[src/sv/pfs_pkg.sv]
// ----------------------------------------------------------------------------
// pfs_pkg: shared types and constants of the PLL factor search unit
// Field widths, search limits, status codes and the result record that
// the search core hands to the top level.
// ----------------------------------------------------------------------------
package pfs_pkg;

  // Field widths of the channels.
  localparam int TARGET_W   = 9;
  localparam int SOURCE_W   = 5;
  localparam int STATUS_W   = 3;
  localparam int MUL_CODE_W = 8;
  localparam int DIV_CODE_W = 4;
  localparam int PREDIV_W   = 3;

  // Search limits.
  localparam int MAX_MUL = 256;
  localparam int MAX_DIV = 16;

  // Counter widths: each counter must hold its limit plus one.
  localparam int MUL_W  = $clog2(MAX_MUL + 2);
  localparam int DIV_W  = $clog2(MAX_DIV + 2);
  localparam int VCO_W  = MUL_W + 1;
  localparam int PROD_W = TARGET_W + DIV_W;

  // Frequency limits in MHz.
  localparam int VCO_LIMIT = 200;
  localparam int OUT_LIMIT = 90;

  // Source clock range and reset value.
  localparam int SOURCE_MIN   = 2;
  localparam int SOURCE_MAX   = 16;
  localparam int SOURCE_RESET = 16;

  // Result status codes.
  typedef enum logic [STATUS_W-1:0] {
    ST_OK         = 3'd0,
    ST_NO_FACTORS = 3'd1,
    ST_BAD_SOURCE = 3'd2,
    ST_VCO_HIGH   = 3'd3,
    ST_OUT_HIGH   = 3'd4
  } pfs_status_t;

  // One result beat.
  typedef struct packed {
    pfs_status_t                 status;
    logic [MUL_CODE_W-1:0]       mul_code;
    logic [DIV_CODE_W-1:0]       div_code;
    logic [PREDIV_W-1:0]         prediv_code;
  } pfs_result_t;

  // Handshake between the top level and the search core.
  typedef struct packed {
    logic start;
    logic take;
  } pfs_core_ctl_t;

  typedef struct packed {
    logic idle;
    logic done;
  } pfs_core_stat_t;

endpackage

[src/sv/pfs_channels.sv]
// ----------------------------------------------------------------------------
// pfs_channels: valid/ready channels of the PLL factor search unit
// Request channel, result channel and configuration write channel.
// ----------------------------------------------------------------------------

// Request channel: one target frequency per beat.
interface pfs_in_if import pfs_pkg::*; ();
  logic                valid;
  logic                ready;
  logic [TARGET_W-1:0] target_mhz;

  modport source (output valid, output target_mhz, input ready);
  modport sink   (input valid, input target_mhz, output ready);
endinterface

// Result channel: status and factor codes per beat.
interface pfs_out_if import pfs_pkg::*; ();
  logic                  valid;
  logic                  ready;
  logic [STATUS_W-1:0]   status;
  logic [MUL_CODE_W-1:0] mul_code;
  logic [DIV_CODE_W-1:0] div_code;
  logic [PREDIV_W-1:0]   prediv_code;

  modport source (output valid, output status, output mul_code, output div_code,
                  output prediv_code, input ready);
  modport sink   (input valid, input status, input mul_code, input div_code,
                  input prediv_code, output ready);
endinterface

// Configuration channel: source clock frequency per beat.
interface pfs_cfg_if import pfs_pkg::*; ();
  logic                valid;
  logic                ready;
  logic [SOURCE_W-1:0] source_mhz;

  modport source (output valid, output source_mhz, input ready);
  modport sink   (input valid, input source_mhz, output ready);
endinterface

[src/sv/pfs_search_core.sv]
// ----------------------------------------------------------------------------
// pfs_search_core: sequencer and compare unit of the factor search
// Walks multiplier and divider one candidate per cycle. The candidate
// floor(2*mul/div) is compared with the target without a divider, by
// keeping target*div in a running register: the candidate matches when
// target*div <= 2*mul < target*div + div, and is above when 2*mul reaches
// the upper bound.
// ----------------------------------------------------------------------------
module pfs_search_core import pfs_pkg::*; (
  input  logic                clk,
  input  logic                rst_n,
  input  pfs_core_ctl_t       ctl,
  input  logic [TARGET_W-1:0] target_mhz,
  input  logic [SOURCE_W-1:0] source_mhz,
  output pfs_core_stat_t      stat,
  output pfs_result_t         result
);

  typedef enum logic [1:0] {
    S_IDLE,
    S_SEARCH,
    S_DONE
  } state_t;

  state_t              state_r, state_nxt;
  logic [TARGET_W-1:0] target_r, target_nxt;
  logic [MUL_W-1:0]    mul_r, mul_nxt;
  logic [DIV_W-1:0]    div_r, div_nxt;
  logic [PROD_W-1:0]   lo_r, lo_nxt;
  pfs_result_t         res_r, res_nxt;

  logic [PROD_W-1:0]   hi;
  logic [PROD_W-1:0]   two_mul;
  logic [MUL_W-1:0]    mul_m1;
  logic [DIV_W-1:0]    div_m1;
  logic                bad_source;
  logic                exhausted;
  logic                match;
  logic                above;

  // Shared compare unit: bounds of the current candidate interval.
  assign two_mul   = PROD_W'({mul_r, 1'b0});
  assign hi        = lo_r + PROD_W'(div_r);
  assign match     = (two_mul >= lo_r) && (two_mul < hi);
  assign above     = (two_mul >= hi);
  assign exhausted = (mul_r > MUL_W'(MAX_MUL)) || (div_r > DIV_W'(MAX_DIV));
  assign mul_m1    = mul_r - MUL_W'(1);
  assign div_m1    = div_r - DIV_W'(1);

  // The source must be even and within range to give exactly 2 MHz.
  assign bad_source = (source_mhz < SOURCE_W'(SOURCE_MIN)) ||
                      (source_mhz > SOURCE_W'(SOURCE_MAX)) || source_mhz[0];

  // Sequencer next state.
  always_comb begin
    state_nxt  = state_r;
    target_nxt = target_r;
    mul_nxt    = mul_r;
    div_nxt    = div_r;
    lo_nxt     = lo_r;
    res_nxt    = res_r;
    unique case (state_r)
      S_IDLE: begin
        if (ctl.start) begin
          target_nxt = target_mhz;
          mul_nxt    = MUL_W'(1);
          div_nxt    = DIV_W'(1);
          lo_nxt     = PROD_W'(target_mhz);
          if (bad_source) begin
            res_nxt.status      = ST_BAD_SOURCE;
            res_nxt.mul_code    = '0;
            res_nxt.div_code    = '0;
            res_nxt.prediv_code = '0;
            state_nxt           = S_DONE;
          end else begin
            res_nxt.prediv_code = PREDIV_W'(source_mhz[SOURCE_W-1:1] - 4'd1);
            state_nxt           = S_SEARCH;
          end
        end
      end
      S_SEARCH: begin
        if (exhausted) begin
          res_nxt.status   = ST_NO_FACTORS;
          res_nxt.mul_code = '0;
          res_nxt.div_code = '0;
          state_nxt        = S_DONE;
        end else if (match) begin
          res_nxt.mul_code = mul_m1[MUL_CODE_W-1:0];
          res_nxt.div_code = div_m1[DIV_CODE_W-1:0];
          if (VCO_W'({mul_r, 1'b0}) > VCO_W'(VCO_LIMIT)) begin
            res_nxt.status = ST_VCO_HIGH;
          end else if (target_r > TARGET_W'(OUT_LIMIT)) begin
            // At a match the candidate output equals the target.
            res_nxt.status = ST_OUT_HIGH;
          end else begin
            res_nxt.status = ST_OK;
          end
          state_nxt = S_DONE;
        end else if (above) begin
          div_nxt = div_r + DIV_W'(1);
          lo_nxt  = lo_r + PROD_W'(target_r);
        end else begin
          mul_nxt = mul_r + MUL_W'(1);
        end
      end
      S_DONE: begin
        if (ctl.take) begin
          state_nxt = S_IDLE;
        end
      end
      default: state_nxt = S_IDLE;
    endcase
  end

  // State and registered results.
  always_ff @(posedge clk) begin
    if (!rst_n) begin
      state_r <= S_IDLE;
    end else begin
      state_r <= state_nxt;
    end
    target_r <= target_nxt;
    mul_r    <= mul_nxt;
    div_r    <= div_nxt;
    lo_r     <= lo_nxt;
    res_r    <= res_nxt;
  end

  assign stat.idle = (state_r == S_IDLE);
  assign stat.done = (state_r == S_DONE);
  assign result    = res_r;

endmodule

[src/sv/pll_factor_search_unit.sv]
// ----------------------------------------------------------------------------
// pll_factor_search_unit: multiplier and divider search for a PLL
// Takes a target output frequency, returns status, N1, N2 and pre-divider
// codes for the configured source clock.
// ----------------------------------------------------------------------------
// One request beat yields one result beat. A request with a valid source
// starts the walk at the edge that accepts it and steps through the
// candidates until a match, or until the multiplier passes MAX_MUL or the
// divider passes MAX_DIV; the core then hands the result to the output
// register once that register is free. A bad source skips the walk. The
// walk runs on the single shared compare unit in the search core, and a new
// request is taken only once the core is idle. The output register lets
// the next request start while a result still waits. The source frequency
// register resets to 16 MHz and should be written only while no request is
// in flight.
// ----------------------------------------------------------------------------
module pll_factor_search_unit import pfs_pkg::*; (
  input  logic        clk,
  input  logic        rst_n,
  pfs_in_if.sink      in_ch,
  pfs_out_if.source   out_ch,
  pfs_cfg_if.sink     cfg_ch
);

  logic [SOURCE_W-1:0] source_r;
  logic                out_valid_r;
  pfs_result_t         out_data_r;
  pfs_core_ctl_t       core_ctl;
  pfs_core_stat_t      core_stat;
  pfs_result_t         core_res;
  logic                out_free;

  // Configuration register: always ready.
  assign cfg_ch.ready = 1'b1;

  always_ff @(posedge clk) begin
    if (!rst_n) begin
      source_r <= SOURCE_W'(SOURCE_RESET);
    end else if (cfg_ch.valid) begin
      source_r <= cfg_ch.source_mhz;
    end
  end

  // Request side: start the core on an accepted beat.
  assign in_ch.ready    = core_stat.idle;
  assign out_free       = !out_valid_r || out_ch.ready;
  assign core_ctl.start = in_ch.valid && core_stat.idle;
  assign core_ctl.take  = core_stat.done && out_free;

  pfs_search_core u_core (
    .clk        (clk),
    .rst_n      (rst_n),
    .ctl        (core_ctl),
    .target_mhz (in_ch.target_mhz),
    .source_mhz (source_r),
    .stat       (core_stat),
    .result     (core_res)
  );

  // Output register between the core and the result channel.
  always_ff @(posedge clk) begin
    if (!rst_n) begin
      out_valid_r <= 1'b0;
    end else if (core_ctl.take) begin
      out_valid_r <= 1'b1;
    end else if (out_ch.ready) begin
      out_valid_r <= 1'b0;
    end
    if (core_ctl.take) begin
      out_data_r <= core_res;
    end
  end

  assign out_ch.valid       = out_valid_r;
  assign out_ch.status      = out_data_r.status;
  assign out_ch.mul_code    = out_data_r.mul_code;
  assign out_ch.div_code    = out_data_r.div_code;
  assign out_ch.prediv_code = out_data_r.prediv_code;

endmodule

[src/flat_wrapper.sv]
// flat-port wrapper written by rule: the top's interface ports become plain ports
module pll_factor_search_unit_flat import pfs_pkg::*;
  (clk, rst_n, in_ch_valid, in_ch_target_mhz, in_ch_ready, out_ch_valid, out_ch_status, out_ch_mul_code, out_ch_div_code, out_ch_prediv_code, out_ch_ready, cfg_ch_valid, cfg_ch_source_mhz, cfg_ch_ready);
  pfs_in_if in_ch_i ();
  pfs_out_if out_ch_i ();
  pfs_cfg_if cfg_ch_i ();
  input  logic clk;
  input  logic rst_n;
  input wire logic [$bits(in_ch_i.valid)-1:0] in_ch_valid;
  input wire logic [$bits(in_ch_i.target_mhz)-1:0] in_ch_target_mhz;
  output wire logic [$bits(in_ch_i.ready)-1:0] in_ch_ready;
  output wire logic [$bits(out_ch_i.valid)-1:0] out_ch_valid;
  output wire logic [$bits(out_ch_i.status)-1:0] out_ch_status;
  output wire logic [$bits(out_ch_i.mul_code)-1:0] out_ch_mul_code;
  output wire logic [$bits(out_ch_i.div_code)-1:0] out_ch_div_code;
  output wire logic [$bits(out_ch_i.prediv_code)-1:0] out_ch_prediv_code;
  input wire logic [$bits(out_ch_i.ready)-1:0] out_ch_ready;
  input wire logic [$bits(cfg_ch_i.valid)-1:0] cfg_ch_valid;
  input wire logic [$bits(cfg_ch_i.source_mhz)-1:0] cfg_ch_source_mhz;
  output wire logic [$bits(cfg_ch_i.ready)-1:0] cfg_ch_ready;
  assign in_ch_i.valid = in_ch_valid;
  assign in_ch_i.target_mhz = in_ch_target_mhz;
  assign in_ch_ready = in_ch_i.ready;
  assign out_ch_valid = out_ch_i.valid;
  assign out_ch_status = out_ch_i.status;
  assign out_ch_mul_code = out_ch_i.mul_code;
  assign out_ch_div_code = out_ch_i.div_code;
  assign out_ch_prediv_code = out_ch_i.prediv_code;
  assign out_ch_i.ready = out_ch_ready;
  assign cfg_ch_i.valid = cfg_ch_valid;
  assign cfg_ch_i.source_mhz = cfg_ch_source_mhz;
  assign cfg_ch_ready = cfg_ch_i.ready;
  pll_factor_search_unit u_core (.clk(clk), .rst_n(rst_n), .in_ch(in_ch_i), .out_ch(out_ch_i), .cfg_ch(cfg_ch_i));
endmodule
[config.mk]
export PLATFORM = sky130hd
export DESIGN_NAME = pll_factor_search_unit_flat
export DESIGN_NICKNAME = d
export VERILOG_FILES = /design/src/sv/pfs_pkg.sv /design/src/sv/pfs_channels.sv /design/src/sv/pfs_search_core.sv /design/src/sv/pll_factor_search_unit.sv /design/src/flat_wrapper.sv
export SDC_FILE = /design/constraint.sdc
export NUM_CORES = 1
export LEC_CHECK = 0
export ABC_AREA = 1
export BUFFER_PORTS_ARGS = -buffer_cell sky130_fd_sc_hd__buf_2
export CORE_ASPECT_RATIO = 0.75
export CORE_MARGIN = 5
export CORE_UTILIZATION = 54
export CTS_CLUSTER_DIAMETER = 200
export CTS_CLUSTER_SIZE = 25
export DETAILED_ROUTE_END_ITERATION = 10
export GPL_TIMING_DRIVEN = 1
export PLACE_DENSITY = 0.78
export SYNTH_ARGS = -nofsm -noshare
export SYNTH_HDL_FRONTEND = slang
export SYNTH_SLANG_ARGS = --single-unit
[constraint.sdc]
create_clock -name clk -period 4.1 [get_ports clk]
set_clock_uncertainty 0.15 [all_clocks]
set_input_delay 0.82 -clock clk [delete_from_list [all_inputs] [get_ports clk]]
set_output_delay 0.82 -clock clk [all_outputs]
set_load 0.05 [all_outputs]
Word level (Yosys, flattened, before mapping) --
Index checks and enable logic that the tools add are counted.
Word-level totals: register bits 81, word-level logic and storage cells 88
Operators by class: $add $sub $neg 7, $lt $le $gt $ge 9, equal/unequal tests 10, muxes and demuxes 31, reduce and logical (&&, ||, !) cells 16
Operators by type and width (number):
- $mux 14 | 4
- $mux 15 | 3
- $mux 9 | 4
- $pmux 15 s2 | 1
- $ge 10x14->1 | 2
- $pmux 14 s2 | 1
- $mux 5 | 4
- $mux 18 | 1
- $pmux 9 s2 | 1
- $add 14x5->14 | 1
- $add 14x9->14 | 1
- $lt 10x14->1 | 1
- $gt 10x8->1 const B | 1
- $gt 5x5->1 const B | 2
- $mux 2 | 5
- $pmux 5 s2 | 1
- $reduce_and 5->1 | 2
- $add 9x1->9 const B | 1
- $gt 9x7->1 const B | 1
- $gt 9x9->1 const B | 1
- $mux 3 | 3
- $ne 2x2->1 const B | 4
- $sub 8x1->8 const B | 1
- $ne 2x1->1 const B | 3
- other kinds (17) | 24

Longest topological paths before layout --
depth after elaboration 6, depth in mapped cells 21

Cells and area by module --
A second synthesis with hierarchy kept.
Unflattened totals: cell total of the unflattened synthesis 527, area, all modules 4804.6 µm²
By module, submodules not included:
- pfs_search_core | times used 1, cells each 477, area each 4033.9 µm²
- pll_factor_search_unit | times used 1, cells each 50, area each 770.7 µm²

Worst setup path after synthesis --
Ideal clock, no wire load.
path type reg-to-reg, start register u_core.u_core.div_r[0], end register u_core.u_core.res_r, in the netlist u_core.u_core.result[10] (enable), arrival 3469 ps, data required time 3544 ps, slack 75 ps, cell stages (with the launch flop) 21, cell sequence edfxtp_1 -> ha_1 -> inv_1 -> fa_1 -> inv_1 -> nand2_1 -> nand2_1 -> and2_1 -> xnor2_1 -> ha_1 -> nand2_1 -> inv_1 -> o21ai_0 -> nand3_1 -> nand2_1 -> nand2_1 -> nand3_2 -> nand2_2 -> nand2_2 -> nand2_1 -> nor3_1
Between the ends: cells in the longest elaborated chain, start to end 5, elaborated cells on any way between the ends 7
Ends and longest elaborated chain:
- from (decl) | line pfs_search_core.sv:28 | logic [DIV_W-1:0] div_r, div_nxt;
- from (signal assigned) | line pfs_search_core.sv:124 | div_r <= div_nxt;
- $add 14x5->14 | line pfs_search_core.sv:43 | assign hi = lo_r + PROD_W'(div_r);
- $lt 10x14->1 | line pfs_search_core.sv:44 | assign match = (two_mul >= lo_r) && (two_mul < hi);
- $logic_and 1x1->1 | line pfs_search_core.sv:44
- $ne 3x3->1 (no source line) *
- $reduce_and 4->1 (no source line) *
- to (signal assigned) | line pfs_search_core.sv:126 | res_r <= res_nxt;
- to (decl) | line pfs_search_core.sv:30 | pfs_result_t res_r, res_nxt;
Every way passes the cells marked *; elsewhere a longest branch is shown, timed or not. A chain may end at the register's enable or synchronous reset.

Worst setup path in the final report --
start register u_core.u_core.div_r[0], end register u_core.u_core.res_r, in the netlist u_core.u_core.result[4] (enable)
Same word-level chain as after synthesis.

==> metrics.sh <==
STATUS='completed'
SYNTH_CELLS=514
IO_PINS=40
POST-CTS-SETUP-BUFFER-COUNT=0
CRITICAL_PATH.REG2REG.STARTPOINT='u_core.u_core.div_r[0]$_SDFFCE_PN1P_'
YOSYSWARNINGS=0
VIA_COUNT=3767
MOSTFREQUENTLAYOUTCELLS='sky130_fd_sc_hd__nand2_1 (91), sky130_fd_sc_hd__edfxtp_1 (73), sky130_fd_sc_hd__inv_1 (69)'
SYNTH.AREA.TOP_CELLS='sky130_fd_sc_hd__edfxtp_1 (46%), sky130_fd_sc_hd__ha_1 (11%), sky130_fd_sc_hd__nand2_1 (7.2%)'
FINAL_LAYOUT_SIZE_SUFFIX_GT1_SHARE_PCT=14.2
TOTALWIRELENGTH_UM=10300
SYNTH.FF_LATCH_COUNT=81
CTSRESIZECOUNT=0
FINAL-SETUP-VIOL-COUNT=0
CP-STARTPOINT='u_core.u_core.div_r[0]$_SDFFCE_PN1P_'
GRT_ANTENNA_BEFORE_REPAIR=0
ROUTED.TOP_LAYER='met4'
CTS_TREE='yes'
CRIT_CHAIN='ha_1, inv_1, fa_1, inv_1, nand2_1, nand2_1, and2_1, xnor2_1, ha_1, nand2_1, inv_1, o21ai_0, nand3_1, nand2_1, nand2_1, nand3_2, nand2_2, nand2_2, nand2_1, nor3_2, buf_4'
CLK_PIN_SLEW_NS=0.07
POST-ROUTE-PERIOD-UTIL_PCT=85.5
FINISH.NET_COUNT=625
FIN_CRIT_NS=3.50
HOLD_PATH.CLASS='reg -> reg'
TIGHTESTPINTRANSITION_NS=0.709
HOLD_PATH.STARTPOINT='u_core.u_core.result[12]$_DFFE_PP_'
DETAIL_ROUTE.FIRST_PASS.ITERATIONS=6
SYN_AVG_CELL_AREA_UM2=9.24
FLOW.AREA_GROWTH_FROM_SYNTHESIS_PCT=14.4
LAYOUT.CELLS.MOST_COMMON='sky130_fd_sc_hd__nand2_1'
YOSYSTOPAREACELL='sky130_fd_sc_hd__edfxtp_1'
ARRIVAL_NS=3.40
AREA_INSIDE_THE_CORE_BOUNDARY_UM2=8530
DIE-WIDTH_UM=118
CP-START-KIND='register'
DETAILROUTE.WIRELENGTH.MET3_UM=723
CTS_ROOT_BUFFER='sky130_fd_sc_hd__clkbuf_16'
POSTLAYOUTCOREUTIL_PCT=63.7
GRT_MAX_DEGREE=25
DRT.ANTENNA.VIOLATING_NETS=0
TIMING_HOLD_VIOLATIONS_FINAL=0
CRITPATHBUFINV=4
TRITONCTS_BUFFER_COUNT=9
FP.DIEAREA_UM2=10800
COMBINED_AREA_OF_ALL_SYNTHESIZED_CELLS_UM2=4750
PATH_MAX_FANOUT=15
CTS-HOLD-FIX-BUFFERS=0
MAX_STAGE_DELAY_NS=0.45
ROUTE.DETAILED.VIAS_PER_INST=5.56
INITIAL_CORE_UTIL_PCT=55.7
TIMING.FINAL.MAX_SLEW_VIOLATIONS=0
GRT_FIRST_PASS_WIRELENGTH_UM=17200
DETAIL_ROUTE.WL_PER_CELL_UM=15.3
PLACEDINSTANCEAREA_UM2=5100
GPL.FINAL_WEIGHTED_CONGESTION=0.947
DIE_HEIGHT_UM=91.2
CLOCK_LATENCY_ON_THE_WORST_SKEW_PAIR_NS=0.35
PLACE.PORT_BUFFERS=38
YOSYSTOPAREACELLSHARE_PCT=46.2
MAX_CAP_VIOLS=0
LAYOUT.CELL_AREA.NON_FILLER_UM2=5430
FIRST_GLOBAL_VIAS=3570
POWER_DENSITY_CELLS_nW_PER_UM2=538
LEAKAGE_nW=2.40
TIMING.CRITICAL_PATH.SLOWEST_STAGE_CELL='sky130_fd_sc_hd__edfxtp_1'
GROUTE.USAGE.OVERALL_PCT=19.5
RELSLEWSLACK_PCT=52.4
SYN-NUM-NETS=575
PATH_COMMON_CELL='sky130_fd_sc_hd__nand2_1'
TIMING.SETUP.CRITICAL_PATH_CLASS='reg -> reg'
DR_WL_MET2_UM=4700
ROUTE.DETAILED.DRC=0
TOTALNEGATIVESETUPSLACK_NS=0
CTS.SINK_COUNT=81
CTSLONGESTPATHBUFFERS=2
CTS_MAX_LEVEL=3
REQUIRED_NS=3.99
FILLERINSTANCES=698
TIMING.CRITICAL_PATH.MAX_DELAY_FAMILY='simple AND/OR/NAND/NOR gates'
GRT_SETUP_UNREPAIRED='no'
CRITPATHCAPTURETYPE='register'
INITIALDRTVIOLATIONCOUNT=330
DP.FINAL_HPWL_UM=7620
DRT-MET1-WL_UM=4760
MAX-VDD-IR-DROP_uV=377
ANTENNA_FIX_CELLS=0
SYNTH_CELL_TYPES=40
OVERFLOW=0
SYNTH.YOSYS.SEQ_AREA_SHARE_PCT=49.6
MAXCLOCKFREQUENCY_GHz=0.285
P_TOTAL_mW=2.92
ROW_COUNT=29
metrics by stage:
step           setup slack, ns  instances  hold WS, ns
2_1_floorplan           0.0749        514        0.250
3_3_place_gp             0.753        661        0.254
3_5_place_dp             0.641        661        0.255
4_1_cts                  0.595        677        0.270
5_1_grt                  0.297        677        0.278
6_report                 0.596        677        0.270
cell families after synthesis:
| group | after synthesis | synth area share, % |
|---|---|---|
| XOR/XNOR | 19 | 3.51 |
| AO/OA/AOI/OAI | 90 | 10.7 |
| AND/OR/NAND/NOR | 201 | 18.3 |
| flip-flops | 81 | 49.6 |
| other | 1 | 0.0790 |
| buffers and inverters | 80 | 6.51 |
| adder cells (fa/ha/maj) | 42 | 11.4 |
final timing paths:
| path | to | slack (ns) | cells after the start |
|---|---|---|---|
| worst max-delay path | u_core.u_core.result[4]$_DFFE_PP_ | 0.60 | 21 |
| worst min-delay path | u_core.out_ch.mul_code[5]$_DFFE_PP_ | 0.27 | 0 |
| worst max register to register | u_core.u_core.result[4]$_DFFE_PP_ | 0.60 | 21 |
| worst min register to register | u_core.out_ch.mul_code[5]$_DFFE_PP_ | 0.27 | 0 |
where the power goes:
part	internal [mW]	switching, mW	leakage, nW
clock	0.546	0.358	0.160
sequential	1.06	0.0944	0.770
combinational	0.285	0.572	1.47
total	1.90	1.02	2.40
cell usage after synthesis:
| cell | instances |
|---|---|
| sky130_fd_sc_hd__clkbuf_1 | 3 |
| sky130_fd_sc_hd__inv_2 | 5 |
| sky130_fd_sc_hd__edfxtp_1 | 73 |
| sky130_fd_sc_hd__dfxtp_1 | 8 |
| sky130_fd_sc_hd__conb_1 | 1 |
| sky130_fd_sc_hd__a311oi_1 | 1 |
| sky130_fd_sc_hd__and3_2 | 1 |
| sky130_fd_sc_hd__o22ai_1 | 1 |
| sky130_fd_sc_hd__xnor2_1 | 7 |
| sky130_fd_sc_hd__o21ai_1 | 1 |
| sky130_fd_sc_hd__nand3_1 | 26 |
| sky130_fd_sc_hd__nand2_2 | 4 |
| sky130_fd_sc_hd__o21ai_0 | 30 |
| sky130_fd_sc_hd__o221ai_1 | 1 |
| sky130_fd_sc_hd__a21boi_0 | 1 |
| sky130_fd_sc_hd__nand3_2 | 2 |
| sky130_fd_sc_hd__and2_1 | 1 |
| sky130_fd_sc_hd__or2_2 | 1 |
| sky130_fd_sc_hd__nor3_1 | 12 |
| sky130_fd_sc_hd__or2_1 | 1 |
| sky130_fd_sc_hd__a31oi_1 | 3 |
| sky130_fd_sc_hd__o21a_1 | 2 |
| sky130_fd_sc_hd__nor2_2 | 5 |
| sky130_fd_sc_hd__nand2_1 | 91 |
| sky130_fd_sc_hd__ha_1 | 40 |
| sky130_fd_sc_hd__o31ai_1 | 4 |
| sky130_fd_sc_hd__buf_2 | 1 |
| sky130_fd_sc_hd__buf_4 | 2 |
| sky130_fd_sc_hd__a22oi_1 | 1 |
| sky130_fd_sc_hd__nor2_1 | 50 |
| sky130_fd_sc_hd__o2111ai_1 | 2 |
| sky130_fd_sc_hd__nand4_1 | 6 |
| sky130_fd_sc_hd__and2_2 | 1 |
| sky130_fd_sc_hd__a21o_1 | 2 |
| sky130_fd_sc_hd__fa_1 | 2 |
| sky130_fd_sc_hd__a21oi_1 | 36 |
| sky130_fd_sc_hd__o21bai_1 | 3 |
| sky130_fd_sc_hd__xor2_1 | 12 |
| sky130_fd_sc_hd__o211ai_1 | 2 |
| sky130_fd_sc_hd__inv_1 | 69 |
area by class of cell:
cell class / count / area, um^2 / share of cell area, %
clock buffers: 9 / 225 / 4.15
repair buffers: 45 / 243 / 4.47
clock inverters: 7 / 108 / 1.98
inverters: 74 / 278 / 5.11
well taps: 108 / 135 / 2.49
multi-input cells: 353 / 2090 / 38.5
flip-flops and latches: 81 / 2350 / 43.3
state kept, by name, indices dropped and copies added (netlist names), 3 cells and up:
name,flops
u_core.u_core.div_r,5
u_core.u_core.target_r,9
u_core.source_r,5
u_core.u_core.result,18
u_core.u_core.lo_r,14
u_core.u_core.mul_r,9
u_core.out_ch.mul_code,8
u_core.out_ch.status,3
u_core.out_ch.prediv_code,3
u_core.out_ch.div_code,4
routing by layer:
metal | global-route usage, % | vias up
li1 | - | 1851
met1 | 27.5 | 1766
met2 | 29.9 | 135
met3 | 4.66 | 15
met4 | 6.49 | 0
met5 | 0 | -
Note: power is estimated with default switching activity, not from simulation.
